===== config.mk =====
export PLATFORM = sky130hd
export DESIGN_NAME = double_ended_queue
export DESIGN_NICKNAME = d
export VERILOG_FILES = /design/src/rtl/core/deq_pkg.sv /design/src/rtl/core/double_ended_queue.sv /design/src/rtl/core/deq_ctrl.sv /design/src/rtl/core/deq_dpath.sv
export SDC_FILE = /design/constraint.sdc
export NUM_CORES = 1
export LEC_CHECK = 0
export ABC_AREA = 1
export BUFFER_PORTS_ARGS = -buffer_cell sky130_fd_sc_hd__buf_2
export CORE_MARGIN = 10
export CORE_UTILIZATION = 56
export DETAILED_ROUTE_END_ITERATION = 16
export PLACE_DENSITY = 0.87
export SYNTH_ARGS = -nofsm -noshare
export SYNTH_HDL_FRONTEND = slang
export SYNTH_SLANG_ARGS = --single-unit

===== constraint.sdc =====
create_clock -name clk -period 3.2 [get_ports clk]
set_clock_uncertainty 0.05 [all_clocks]
set_input_delay 0.64 -clock clk [delete_from_list [all_inputs] [get_ports clk]]
set_output_delay 0.64 -clock clk [all_outputs]
set_load 0.03 [all_outputs]

===== src/rtl/core/deq_pkg.sv =====
// Shared types and constants for the double-ended queue.
// No dependencies; imported by the controller, datapath and top level.
package deq_pkg;

  // Field widths of the input and result beats
  localparam int KIND_W = 2;
  localparam int WORD_W = 32;
  localparam int STAT_W = 2;
  localparam int OCC_W  = 5;

  // Default number of ring slots
  localparam int DEPTH_DEF = 16;

  // Operation codes
  localparam logic [KIND_W-1:0] KIND_PUSH_FRONT = 2'd0;
  localparam logic [KIND_W-1:0] KIND_PUSH_BACK  = 2'd1;
  localparam logic [KIND_W-1:0] KIND_POP_FRONT  = 2'd2;
  localparam logic [KIND_W-1:0] KIND_POP_BACK   = 2'd3;

  // Result status codes
  localparam logic [STAT_W-1:0] STAT_DONE  = 2'd0;
  localparam logic [STAT_W-1:0] STAT_EMPTY = 2'd1;
  localparam logic [STAT_W-1:0] STAT_FULL  = 2'd2;

  // Commands from the controller to the datapath
  typedef struct packed {
    logic load;     // input beat accepted: run the operation
    logic retire;   // result beat taken by the receiver
  } deq_cmd_t;

endpackage


===== src/rtl/core/double_ended_queue.sv =====
// Double-ended queue of signed 32-bit words in a ring of DEPTH slots.
// The result beat is valid in the cycle after the input beat is taken.
// The controller holds one item at a time, so it takes no new input beat until
// the last result beat is taken; pops go through the store's registered read.
// Reset (synchronous, rst_n low) empties the queue; slot contents are kept.
module double_ended_queue #(
  parameter int DEPTH = deq_pkg::DEPTH_DEF
) (
  input  logic                              clk,
  input  logic                              rst_n,
  input  logic                              in_valid,
  output logic                              in_stall,
  input  logic [deq_pkg::KIND_W-1:0]        in_kind,
  input  logic signed [deq_pkg::WORD_W-1:0] in_value,
  output logic                              out_valid,
  input  logic                              out_stall,
  output logic [deq_pkg::STAT_W-1:0]        out_status,
  output logic signed [deq_pkg::WORD_W-1:0] out_popped,
  output logic [deq_pkg::OCC_W-1:0]         out_occupancy
);
  import deq_pkg::*;

  deq_cmd_t cmd;

  // Handshake sequencing
  deq_ctrl u_ctrl (
    .clk       (clk),
    .rst_n     (rst_n),
    .in_valid  (in_valid),
    .in_stall  (in_stall),
    .out_valid (out_valid),
    .out_stall (out_stall),
    .cmd       (cmd)
  );

  // Store and pointers
  deq_dpath #(
    .DEPTH (DEPTH)
  ) u_dpath (
    .clk           (clk),
    .rst_n         (rst_n),
    .cmd           (cmd),
    .in_kind       (in_kind),
    .in_value      (in_value),
    .out_status    (out_status),
    .out_popped    (out_popped),
    .out_occupancy (out_occupancy)
  );

endmodule


===== src/rtl/core/deq_ctrl.sv =====
// Handshake controller for the double-ended queue.
// Depends on deq_pkg; drives the command struct into deq_dpath.
module deq_ctrl (
  input  logic             clk,
  input  logic             rst_n,
  input  logic             in_valid,
  output logic             in_stall,
  output logic             out_valid,
  input  logic             out_stall,
  output deq_pkg::deq_cmd_t cmd
);
  import deq_pkg::*;

  typedef enum logic [1:0] {
    ST_IDLE = 2'b01,
    ST_SEND = 2'b10
  } ctl_state_t;

  ctl_state_t state_r, state_nxt;

  // Take a beat only while idle; hold the result until it is taken
  assign in_stall    = (state_r != ST_IDLE);
  assign out_valid   = (state_r == ST_SEND);
  assign cmd.load    = (state_r == ST_IDLE) && in_valid;
  assign cmd.retire  = (state_r == ST_SEND) && !out_stall;

  // Advance the state
  always_comb begin
    state_nxt = state_r;
    unique case (state_r)
      ST_IDLE: if (cmd.load) state_nxt = ST_SEND;
      ST_SEND: if (cmd.retire) state_nxt = ST_IDLE;
      default: state_nxt = ST_IDLE;
    endcase
  end

  always_ff @(posedge clk) begin
    if (!rst_n) begin
      state_r <= ST_IDLE;
    end else begin
      state_r <= state_nxt;
    end
  end

endmodule


===== src/rtl/core/deq_dpath.sv =====
// Ring store, pointers and result registers of the double-ended queue.
// Depends on deq_pkg; sequenced by deq_ctrl through the command struct.
module deq_dpath #(
  parameter int DEPTH = deq_pkg::DEPTH_DEF
) (
  input  logic                              clk,
  input  logic                              rst_n,
  input  deq_pkg::deq_cmd_t                 cmd,
  input  logic [deq_pkg::KIND_W-1:0]        in_kind,
  input  logic signed [deq_pkg::WORD_W-1:0] in_value,
  output logic [deq_pkg::STAT_W-1:0]        out_status,
  output logic signed [deq_pkg::WORD_W-1:0] out_popped,
  output logic [deq_pkg::OCC_W-1:0]         out_occupancy
);
  import deq_pkg::*;

  localparam int AW = (DEPTH > 1) ? $clog2(DEPTH) : 1;
  localparam int CW = $clog2(DEPTH + 1);

  // Ring store; read data is registered
  logic [WORD_W-1:0] mem [DEPTH];
  logic [WORD_W-1:0] rd_data_r;

  logic [AW-1:0] front_r, front_nxt;
  logic [CW-1:0] count_r, count_nxt;
  logic [STAT_W-1:0] status_r, status_nxt;
  logic          pop_ok_r, pop_ok_nxt;

  logic          is_push, is_front, full, empty;
  logic          wr_en, rd_en;
  logic [AW-1:0] wr_addr, rd_addr;
  logic [AW-1:0] front_dec, front_inc, back_pos, last_pos;
  logic [AW:0]   back_sum, last_sum;
  logic [CW+OCC_W-1:0] occ_ext;

  assign is_push  = (in_kind == KIND_PUSH_FRONT) || (in_kind == KIND_PUSH_BACK);
  assign is_front = (in_kind == KIND_PUSH_FRONT) || (in_kind == KIND_POP_FRONT);
  assign full     = (count_r == CW'(DEPTH));
  assign empty    = (count_r == '0);

  // Ring positions, wrapped in both directions
  assign front_dec = (front_r == '0) ? AW'(DEPTH - 1) : front_r - AW'(1);
  assign front_inc = (front_r == AW'(DEPTH - 1)) ? '0 : front_r + AW'(1);
  assign back_sum  = (AW+1)'(front_r) + (AW+1)'(count_r);
  assign last_sum  = back_sum - (AW+1)'(1);
  assign back_pos  = (back_sum >= (AW+1)'(DEPTH)) ?
                     AW'(back_sum - (AW+1)'(DEPTH)) : AW'(back_sum);
  assign last_pos  = (last_sum >= (AW+1)'(DEPTH)) ?
                     AW'(last_sum - (AW+1)'(DEPTH)) : AW'(last_sum);

  // Decide the operation for the accepted beat
  always_comb begin
    front_nxt  = front_r;
    count_nxt  = count_r;
    status_nxt = status_r;
    pop_ok_nxt = pop_ok_r;
    wr_en      = 1'b0;
    rd_en      = 1'b0;
    wr_addr    = is_front ? front_dec : back_pos;
    rd_addr    = is_front ? front_r : last_pos;
    if (cmd.load) begin
      status_nxt = STAT_DONE;
      pop_ok_nxt = 1'b0;
      if (is_push) begin
        if (full) begin
          status_nxt = STAT_FULL;
        end else begin
          wr_en     = 1'b1;
          count_nxt = count_r + CW'(1);
          if (is_front) front_nxt = front_dec;
        end
      end else begin
        if (empty) begin
          status_nxt = STAT_EMPTY;
        end else begin
          rd_en      = 1'b1;
          pop_ok_nxt = 1'b1;
          count_nxt  = count_r - CW'(1);
          if (is_front) front_nxt = front_inc;
        end
      end
    end
  end

  // Store access
  always_ff @(posedge clk) begin
    if (wr_en) mem[wr_addr] <= in_value;
    if (rd_en) rd_data_r <= mem[rd_addr];
  end

  // Pointer and result registers
  always_ff @(posedge clk) begin
    if (!rst_n) begin
      front_r  <= '0;
      count_r  <= '0;
      status_r <= STAT_DONE;
      pop_ok_r <= 1'b0;
    end else begin
      front_r  <= front_nxt;
      count_r  <= count_nxt;
      status_r <= status_nxt;
      // drop the pop flag once the beat is gone
      pop_ok_r <= cmd.retire ? 1'b0 : pop_ok_nxt;
    end
  end

  assign occ_ext       = (CW+OCC_W)'(count_r);
  assign out_status    = status_r;
  assign out_popped    = pop_ok_r ? rd_data_r : '0;
  assign out_occupancy = occ_ext[OCC_W-1:0];

endmodule


# Word level (Yosys, flattened, before mapping)
# Memory sizes are Yosys's and may differ from the RTL's. A register that Yosys moved wholly into a read port is not among the register bits.
# Index checks and enable logic that the tools add are counted.
# op_classes
add_sub_neg	8
magnitude_cmp	2
eq_ne	11
mux	29
bitwise_logic	1
reduce_logical	12
# ops
operator	n
4-bit two-way mux	11
32-bit two-way mux	1
5-bit two-way mux	3
4-bit by 1-bit subtractor with 4-bit output, second input constant	3
5-bit greater-or-equal comparator, second input constant	2
5-bit by 1-bit subtractor with 5-bit output, second input constant	2
1-bit two-way mux	9
2-bit two-way mux	4
2-bit by 1-bit != test with 1-bit output, second input constant	3
4-bit by 5-bit adder with 5-bit output	1
5-bit by 1-bit adder with 5-bit output, second input constant	1
5-bit equality test, second input constant	1
5-bit zero test	1
4-bit by 1-bit adder with 4-bit output, second input constant	1
2-bit by 1-bit equality test with 1-bit output, second input constant	2
2-bit equality test, second input constant	2
4-bit equality test, second input constant	1
4-bit zero test	1
2-bit != test, second input constant	2
2-bit case mux with 2 select lines	1
4-bit AND reduction	1
3-bit AND reduction	1
1-bit logical AND	2
2-bit zero test	1
other kinds (5)	6
# totals
reg_bits	14
ram_bits	512
output_inout_bits	41
elab_cells	69
memories	1
# mem_list
name	words	width	rd	rd_clocked_by_memory_dff	write_ports	line_no	rtl
u_dpath.mem	16	32	1	1	1	deq_dpath.sv:21	logic [WORD_W-1:0] mem [DEPTH];

# Logic depth before layout (Yosys ltp)
# Gate-level depths: netlist (run 1).
# depth
word_depth	6
ltp_mapped	15
ltp_nobuf	13

# By module
# From an unflattened synthesis (run 1), not the netlist that was laid out.
# hier_totals
hier_cells	2642
area_unflattened_um2	25380.6
# modules_own_cells
module	n_inst	cells_each	area_per_inst_um2
deq_dpath	1	2628	25281.7
deq_ctrl	1	14	98.8

# Worst setup path after synthesis (run 1)
# No wires, ideal clock.
# synth_timing
path_kind	register -> register
start	register u_dpath.count_r[0], in the netlist u_dpath.out_occupancy[0]
end	memory u_dpath.mem[10][0], enable pin
setup_time_ns	0.421
arrival_ns	3.078
t_required_ns	2.729
slack_ns	-0.349
path_stages_with_launch	11
path_buffers	2
cell_sequence	dfxtp_1 ha_1 inv_1 nand2_1 nand2_1 buf_4 buf_4 o21ai_2 nor2_1 nand2_1 nor2_1
# synth_between
elab_chain_len	6
# synth_lines
element	line_no	rtl
start, declared	deq_dpath.sv:25	logic [CW-1:0] count_r, count_nxt;
start signal, assigned	deq_dpath.sv:100	count_r <= count_nxt;
parallel branches: the longest is 6 deep, another holds 4-bit by 5-bit adder with 5-bit output	-	
end, declared	deq_dpath.sv:21	
# Parallel ways; which one is timed is not known.

# Worst setup path in the final report (run 1)
# layout_timing
start	register u_dpath.front_r[0]
end	register u_dpath.rd_data_r[4], read port of u_dpath.mem, data pin
# layout_between
elab_chain_len	5
# layout_lines
element	line_no	rtl
start, declared	deq_dpath.sv:24	logic [AW-1:0] front_r, front_nxt;
start signal, assigned	deq_dpath.sv:99	front_r <= front_nxt;
4-bit by 5-bit adder with 5-bit output	deq_dpath.sv:44	assign back_sum = (AW+1)'(front_r) + (AW+1)'(count_r);
5-bit by 1-bit subtractor with 5-bit output	deq_dpath.sv:45	assign last_sum = back_sum - (AW+1)'(1);
4-bit by 1-bit subtractor with 4-bit output or 5-bit greater-or-equal comparator (tied branches)	deq_dpath.sv:49, deq_dpath.sv:48	
4-bit two-way mux	deq_dpath.sv:48	assign last_pos = (last_sum >= (AW+1)'(DEPTH)) ?
4-bit two-way mux (*)	deq_dpath.sv:60	rd_addr = is_front ? front_r : last_pos;
end, declared	deq_dpath.sv:22	logic [WORD_W-1:0] rd_data_r;
# Every way passes the cells marked *; elsewhere a longest branch is shown, timed or not.
# A chain may end at the register's enable or synchronous reset.

==> metrics, run 1 <==
CP Depth 14; WS Path Type reg2reg; largest net degree at the start of global routing 193; full die area 53860 sq um; Worst slew margin 36.40%; row count 77; Synthesized Nets 2684; hold_buf cts 0; wire per inst 19.55 microns; Peak VDD IR 0.5567 mV; status complete, no violations; share of cells above drive strength 1 8.860%; CTS tree yes; setup violators final 0; fin crit share 92.43%; Hold Crit Depth 2; launching point of the worst reg2reg path u_dpath.front_r[0]$_SDFFE_PN0P_; clock buffer depth 3; Worst setup SP type register; unrepaired setup endpoints after global routing no; Via density 5.556; drt first pass iters 6; slowest cell on the critical path fa_1; GRT Total Usage 23.98%; die width 232.1 microns; post-layout min period 2.958 ns; Unique masters post-synth 23; routed vias 18610; antenna violations before repair 4; worst slew pin tran 0.9540 ns; Static Leakage 0.01317 uW; fmax 0.3381 GHz; Synth Cell Area 25190 sq um; HPWL Detailed 36320 microns; Final ANT Viol Nets 0; core area 44320 sq um; Hold Violations, Final 0; YS warnings 0; Routed WL 65470 microns; DRT iter0 DRCs 2645; Clk Latency, worst-skew pair 0.61 ns; Resize count post-CTS 0; Port Buf Inserts 78; setup TNS 0 ns; worst r2r dst u_dpath.rd_data_r[4]$_DFFE_PP_; clock root cell clkbuf_16; most frequent cells in the layout nand2_1, inv_1, edfxtp_1; Critical Path RT 3.62 ns; crit end category register; clk sinks 558; commonest non-fill, non-tap cell in the layout nand2_1; Max Cap Violations 0; sequential-to-total area share from yosys stat 65.97%; Yosys reg bits 558; H-tree depth 2; critical path's top delay family adder cells; hold endpoint u_ctrl.state_r[0]$_SDFFE_PN1P_; DRC 0; vias in the first global route 18700; worst reg-to-reg path cell count 14; CTS Buf Count 54; largest fanout on the critical path 24; Critical Path AT 3.37 ns; fin. max-slew vios 0; first-pass GRT wire length 100500 microns; CP max stage delay 0.51 ns; setup slack, reg-to-reg 0.24 ns; GRT Residual Overflow 0; Avg Cell Area, Syn 9.559 sq um; # nets final 2760; PD cells 666.4 nW/um^2; synthesized instance count 2635; I/O pins 79; Routability Congestion 0.8651; crit-path most repeated cell nand2_1; Layout area overhead 12.55%; hold_ws 0.2687 ns; Initial Util 56.83%; worst path bufs/invs 3; setup bufs post-CTS 0; CP Cell Sequence ha_1 -> fa_1 -> inv_1 -> ha_1 -> nand2_1 -> o21ai_4 -> inv_4 -> buf_12 -> nand3_1 -> nand2_1 -> nand2_1 -> nand2_1 -> nand2_1 -> nand2_1; chip height 232.1 microns; post-layout util 63.96%; dpl cells 3247; fin cells 3349; fill cell count 3159; Hold Path Origin rst_n; clk slew on worst S/H paths 0.06 ns; HP Class in2reg
-- power by group --
part           internal, uW  total, uW  leakage [uW]  switching [uW]
Combinational          1250       4330       0.00732            3070
Sequential             8340       8440       0.00502             108
Clock                  3450       6120      0.000832            2670
Total                 13000      18900        0.0132            5850
-- sequential cells by signal, indices dropped and copies added, names as in the netlist --
name	count
u_dpath.mem	512
u_dpath.rd_data_r	32
u_dpath.out_occupancy	5
u_dpath.front_r	4
u_ctrl.state_r	2
u_dpath.out_status	2
u_dpath.pop_ok_r	1
-- per-layer routing --
metal,GRT usage (%),vias up,part of all wire (%),wire (microns)
met2,39.73,1296,49,31770
met1,28.82,8680,35,22880
met4,14.03,2,4.8,3156
li1,-,8391,-,-
met5,0,-,0.017,11
met3,4.740,239,12,7657
-- Yosys cell counts --
library cell | instances | area [sq um]
ha_1 | 9 | 112.6
dfxtp_1 | 14 | 280.3
o21ai_0 | 5 | 25.02
nand3_1 | 349 | 1747
buf_2 | 99 | 495.5
clkbuf_2 | 1 | 5.000
xor2_1 | 2 | 17.52
buf_4 | 3 | 22.52
clkbuf_1 | 14 | 52.55
or2_2 | 1 | 6.260
inv_1 | 570 | 2140
inv_2 | 3 | 11.26
fa_1 | 2 | 40.04
xnor2_1 | 6 | 52.55
edfxtp_1 | 544 | 16340
o21ai_2 | 1 | 8.760
nor2_1 | 29 | 108.9
o21ai_1 | 2 | 10.01
buf_1 | 1 | 3.750
nand2_1 | 959 | 3600
nand4_1 | 6 | 37.54
nor3_1 | 2 | 10.01
a21oi_1 | 13 | 65.06
-- metrics by stage --
step / worst slack (ns) / power, uW / area [sq um]
4_1_cts: 0.2480 / 18860 / 28340
5_1_grt: 0.1119 / 19660 / 28350
3_5_place_dp: 0.3002 / 12750 / 26650
6_report: 0.2423 / 18890 / 28350
3_3_place_gp: 0.3875 / 12580 / 26650
2_1_floorplan: -0.3489 / 11380 / 25190
-- how the worst max path moves through the flow --
| stage | slack, ns | end | start |
|---|---|---|---|
| 2_1_floorplan | -0.35 | u_dpath.mem[10][0]$_DFFE_PP_ | u_dpath.out_occupancy[0]$_SDFFE_PN0P_ |
| 3_3_place_gp | 0.39 | u_dpath.rd_data_r[17]$_DFFE_PP_ | u_dpath.front_r[0]$_SDFFE_PN0P_ |
| 3_5_place_dp | 0.30 | u_dpath.rd_data_r[17]$_DFFE_PP_ | u_dpath.front_r[0]$_SDFFE_PN0P_ |
| 4_1_cts | 0.25 | u_dpath.rd_data_r[4]$_DFFE_PP_ | u_dpath.front_r[0]$_SDFFE_PN0P_ |
| 5_1_grt | 0.11 | u_dpath.rd_data_r[17]$_DFFE_PP_ | u_dpath.front_r[0]$_SDFFE_PN0P_ |
| 6_report | 0.24 | u_dpath.rd_data_r[4]$_DFFE_PP_ | u_dpath.front_r[0]$_SDFFE_PN0P_ |
-- logic make-up after synthesis --
| group | count (synthesis) | share of synthesized area [%] |
|---|---|---|
| buf+inv | 691 | 10.84 |
| simple gates | 1346 | 21.87 |
| fa+ha+maj | 11 | 0.6061 |
| xor+xnor | 8 | 0.2782 |
| compound gates | 21 | 0.4322 |
| flops | 558 | 65.97 |
-- cell type report --
cell class / instances / area [sq um] / share of cell area (%)
sequential: 558 / 16620 / 58.62
multi-input combinational: 1386 / 6002 / 21.17
inverter: 573 / 2153 / 7.596
clock buffer: 62 / 1403 / 4.948
timing repair buffer: 138 / 1141 / 4.025
tap: 592 / 740.7 / 2.613
clock inverter: 37 / 282.8 / 0.9975
antenna: 3 / 7.507 / 0.02648
Power figures use the tool's default switching activity.
==> run 2: changes to the inputs <==
--- a/config.mk
+++ b/config.mk
@@ -5,7 +5,6 @@
 export SDC_FILE = /design/constraint.sdc
 export NUM_CORES = 1
 export LEC_CHECK = 0
-export ABC_AREA = 1
 export BUFFER_PORTS_ARGS = -buffer_cell sky130_fd_sc_hd__buf_2
 export CORE_MARGIN = 10
 export CORE_UTILIZATION = 56
==> run 2 against run 1 <==
Via count shrank 42%. Worst hold slack gained 0.067 ns. Critical endpoint is now u_dpath.rd_data_r[30]$_DFFE_PP_. Highest routed layer unchanged. Non-clock buffer count shrank 5. Critical path depth shrank 4. Largest power group unchanged. Critical path type unchanged.
==> metrics, run 2 <==
area leader, netlist edfxtp_1 (unchanged); Top reg by flops u_dpath.mem (unchanged); WS Path Type reg2reg (unchanged); HPWL Detailed 26350 microns (was 36320 microns); worst reg-to-reg path cell count 10 (was 14); commonest non-fill, non-tap cell in the layout edfxtp_1 (was nand2_1); setup TNS 0 ns (unchanged); vias in the first global route 11280 (was 18700); fin crit share 95.64% (was 92.43%); HP Class in2reg (unchanged); post-layout min period 3.061 ns (was 2.958 ns); post-synth top area share 74.28% (was 64.86%); Synth Flop Type edfxtp_1 (unchanged); Unique masters post-synth 47 (was 23); sequential-to-total area share from yosys stat 75.55% (was 65.97%); drt first pass iters 5 (was 6); Routed WL 49530 microns (was 65470 microns); Flop pwr share 46.6% (was 44.7%); Final ANT Viol Nets 0 (unchanged); clock root cell clkbuf_16 (unchanged); dpl ws 0.02924 ns (was 0.3002 ns); Power, Total 17920 uW (was 18890 uW); FFs w/ async S/R, synth 0% (unchanged); Avg Cell Area, Syn 21.48 sq um (was 9.559 sq um); CTS Buf Count 52 (was 54); fmax 0.3267 GHz (was 0.3381 GHz); Yosys reg bits 558 (unchanged); fill cell count 2363 (was 3159); Initial Util 56.77% (was 56.83%); Static Leakage 0.008756 uW (was 0.01317 uW); # nets final 1211 (was 2760); post-layout util 65.94% (was 63.96%); ranking of synthesized cells by area edfxtp_1, mux4_2, mux2i_1 (was edfxtp_1, nand2_1, inv_1); first-pass GRT wire length 73290 microns (was 100500 microns); critical path's top delay family adder cells (unchanged); Global Route met1 Usage 25.61% (was 28.82%); Critical Path AT 3.32 ns (was 3.37 ns); met3 Resource Use GR 3.729% (was 4.740%); Synth Cell Area 21990 sq um (was 25190 sq um); full die area 47600 sq um (was 53860 sq um); Hold Violations, Final 0 (unchanged); crit end category register (unchanged); P_int 13540 uW (was 13040 uW); GRT Total Usage 20.90% (was 23.98%); CP Depth 10 (was 14); die width 218.2 microns (was 232.1 microns); Port Buf Inserts 78 (unchanged); worst slew pin tran 0.5570 ns (was 0.9540 ns); CP Cell Sequence ha_2 -> fa_1 -> inv_1 -> ha_4 -> a21oi_4 -> buf_12 -> mux2_1 -> nor2_1 -> a21oi_1 -> mux4_2 (was ha_1 -> fa_1 -> inv_1 -> ha_1 -> nand2_1 -> o21ai_4 -> inv_4 -> buf_12 -> nand3_1 -> nand2_1 -> nand2_1 -> nand2_1 -> nand2_1 -> nand2_1); number of flops mapped to enable cells by yosys 544 (unchanged); YS warnings 0 (unchanged); Layout area overhead 16.14% (was 12.55%); synthesized instance count 1024 (was 2635); unrepaired setup endpoints after global routing no (unchanged); DRT iter0 DRCs 1157 (was 2645); dpl cells 1625 (was 3247); largest fanout on the critical path 5 (was 24); fin cells 1725 (was 3349); cell with the most instances after synthesis edfxtp_1 (was nand2_1); Critical Path RT 3.46 ns (was 3.62 ns); GRT met2 Usage 36.50% (was 39.73%); DRC 0 (unchanged); Sw Pwr 4387 uW (was 5847 uW); worst path bufs/invs 2 (was 3); largest net degree at the start of global routing 45 (was 193); clock buffer depth 3 (unchanged); GRT Residual Overflow 0 (unchanged); logic gate share of total power 17.3% (was 22.9%); H-tree depth 2 (unchanged); setup violators final 0 (unchanged); Worst setup SP type register (unchanged); row count 72 (was 77); Routability Congestion 0.8448 (was 0.8651); CP max stage delay 0.52 ns (was 0.51 ns); Worst slew margin 62.75% (was 36.40%); I/O pins 79 (unchanged); most frequent cells in the layout edfxtp_1, mux4_2, mux2i_1 (was nand2_1, inv_1, edfxtp_1); Hold Crit Depth 3 (was 2); Max Cap Violations 0 (unchanged); share of cells above drive strength 1 30.95% (was 8.860%); core area 38740 sq um (was 44320 sq um); status complete, no violations (unchanged); Clock power frac 36.1% (was 32.4%); Clk Latency, worst-skew pair 0.59 ns (was 0.61 ns); PD cells 701.7 nW/um^2 (was 666.4 nW/um^2); routed vias 10740 (was 18610); clk slew on worst S/H paths 0.07 ns (was 0.06 ns); GRT busiest layer met2 (unchanged); final worst setup slack 0.1395 ns (was 0.2423 ns); switching part of the total 24.47% (was 30.95%); chip height 218.2 microns (was 232.1 microns); clk sinks 558 (unchanged); Via density 6.224 (was 5.556); Synthesized Nets 1073 (was 2684); slowest cell on the critical path fa_1 (unchanged); max FFs per register 512 (unchanged); hold_buf cts 0 (unchanged); fin. max-slew vios 0 (unchanged); antenna violations before repair 2 (was 4); Peak VDD IR 0.4550 mV (was 0.5567 mV); list of most frequent post-synthesis cells edfxtp_1, mux4_2, mux2i_1 (was nand2_1, inv_1, edfxtp_1); wire per inst 28.72 microns (was 19.55 microns); CTS tree yes (unchanged)
-- run 2: cell types whose count changed in the layout (fill, tap and decap cells not counted), moves of 15 or more --
cell | previous run | this run
and2_1 | 0 | 38
mux4_2 | 0 | 125
inv_1 | 569 | 12
nand3_1 | 349 | 1
nand2_1 | 954 | 26
mux2i_1 | 0 | 96
buf_4 | 36 | 21
-- run 2: repair_timing --
action	in CTS	in global routing
gates resized for setup	0	5
endpoints found under the setup margin	7	8
pin swaps	1	0
setup buffers	1	0
cloned	0	0
-- run 2: area by class of cell --
class	instances	area [sq um]	share of cell area (%)
Timing Repair Buffer	133	1229	4.810
Sequential cell	558	16620	65.06
Antenna cell	2	5.005	0.01959
Inverter	12	45.04	0.1763
Tap cell	518	648.1	2.537
Multi-Input combinational cell	405	5197	20.35
Clock inverter	33	414.1	1.621
Clock buffer	64	1386	5.428
-- run 2: path summary, 6_finish.rpt --
check | from | to | slack, ns
hold reg to reg | u_dpath.out_status[0]$_SDFFE_PN0P_ | u_dpath.out_status[0]$_SDFFE_PN0P_ | 0.42
setup / recovery | u_dpath.out_occupancy[0]$_SDFFE_PN0P_ | u_dpath.rd_data_r[30]$_DFFE_PP_ | 0.14
hold / removal | out_stall | u_dpath.pop_ok_r$_SDFFE_PP0P_ | 0.34
setup reg to reg | u_dpath.out_occupancy[0]$_SDFFE_PN0P_ | u_dpath.rd_data_r[30]$_DFFE_PP_ | 0.14
-- run 2: per-layer routing --
layer	vias up	part of all wire, %
li1	4468	-
met1	5574	36
met2	577	53
met3	116	7.5
met4	2	3.5
met5	-	0.026
-- run 2: cell families after synthesis --
group | share of synthesized area [%]
DFF | 75.55
muxes | 17.53
buffers and inverters | 1.638
and+or+nand+nor | 2.572
adders and majority gates | 0.6941
AOI/OAI and AO/OA | 1.303
xor gates and xnor gates | 0.7055
-- run 2: power by group through the flow --
stage          Clock (uW)  Combinational (uW)  Sequential (uW)
6_report             6460                3100             8360
5_1_grt              6800                3280             8370
4_1_cts              6540                3090             8360
3_5_place_dp            0                3000             8510
3_3_place_gp            0                2890             8500
2_1_floorplan           0                2090             8510
-- run 2: worst reg2reg max path: cells and delay by family, from the launching register on --
family	cells	cell delay, ns
buffers and inverters	2	0.24
adders and majority gates	3	0.98
muxes	2	0.88
AOI/OAI and AO/OA	2	0.20
and+or+nand+nor	1	0.11
DFF	1	0.35
-- run 2: per-stage QoR --
stage	hold slack (ns)	cell area (sq um)
finish	0.3361	25540
global route	0.3656	25540
CTS	0.3309	25520
detailed placement	0.4201	23700
global placement	0.4007	23700
floorplan	0.4763	22010
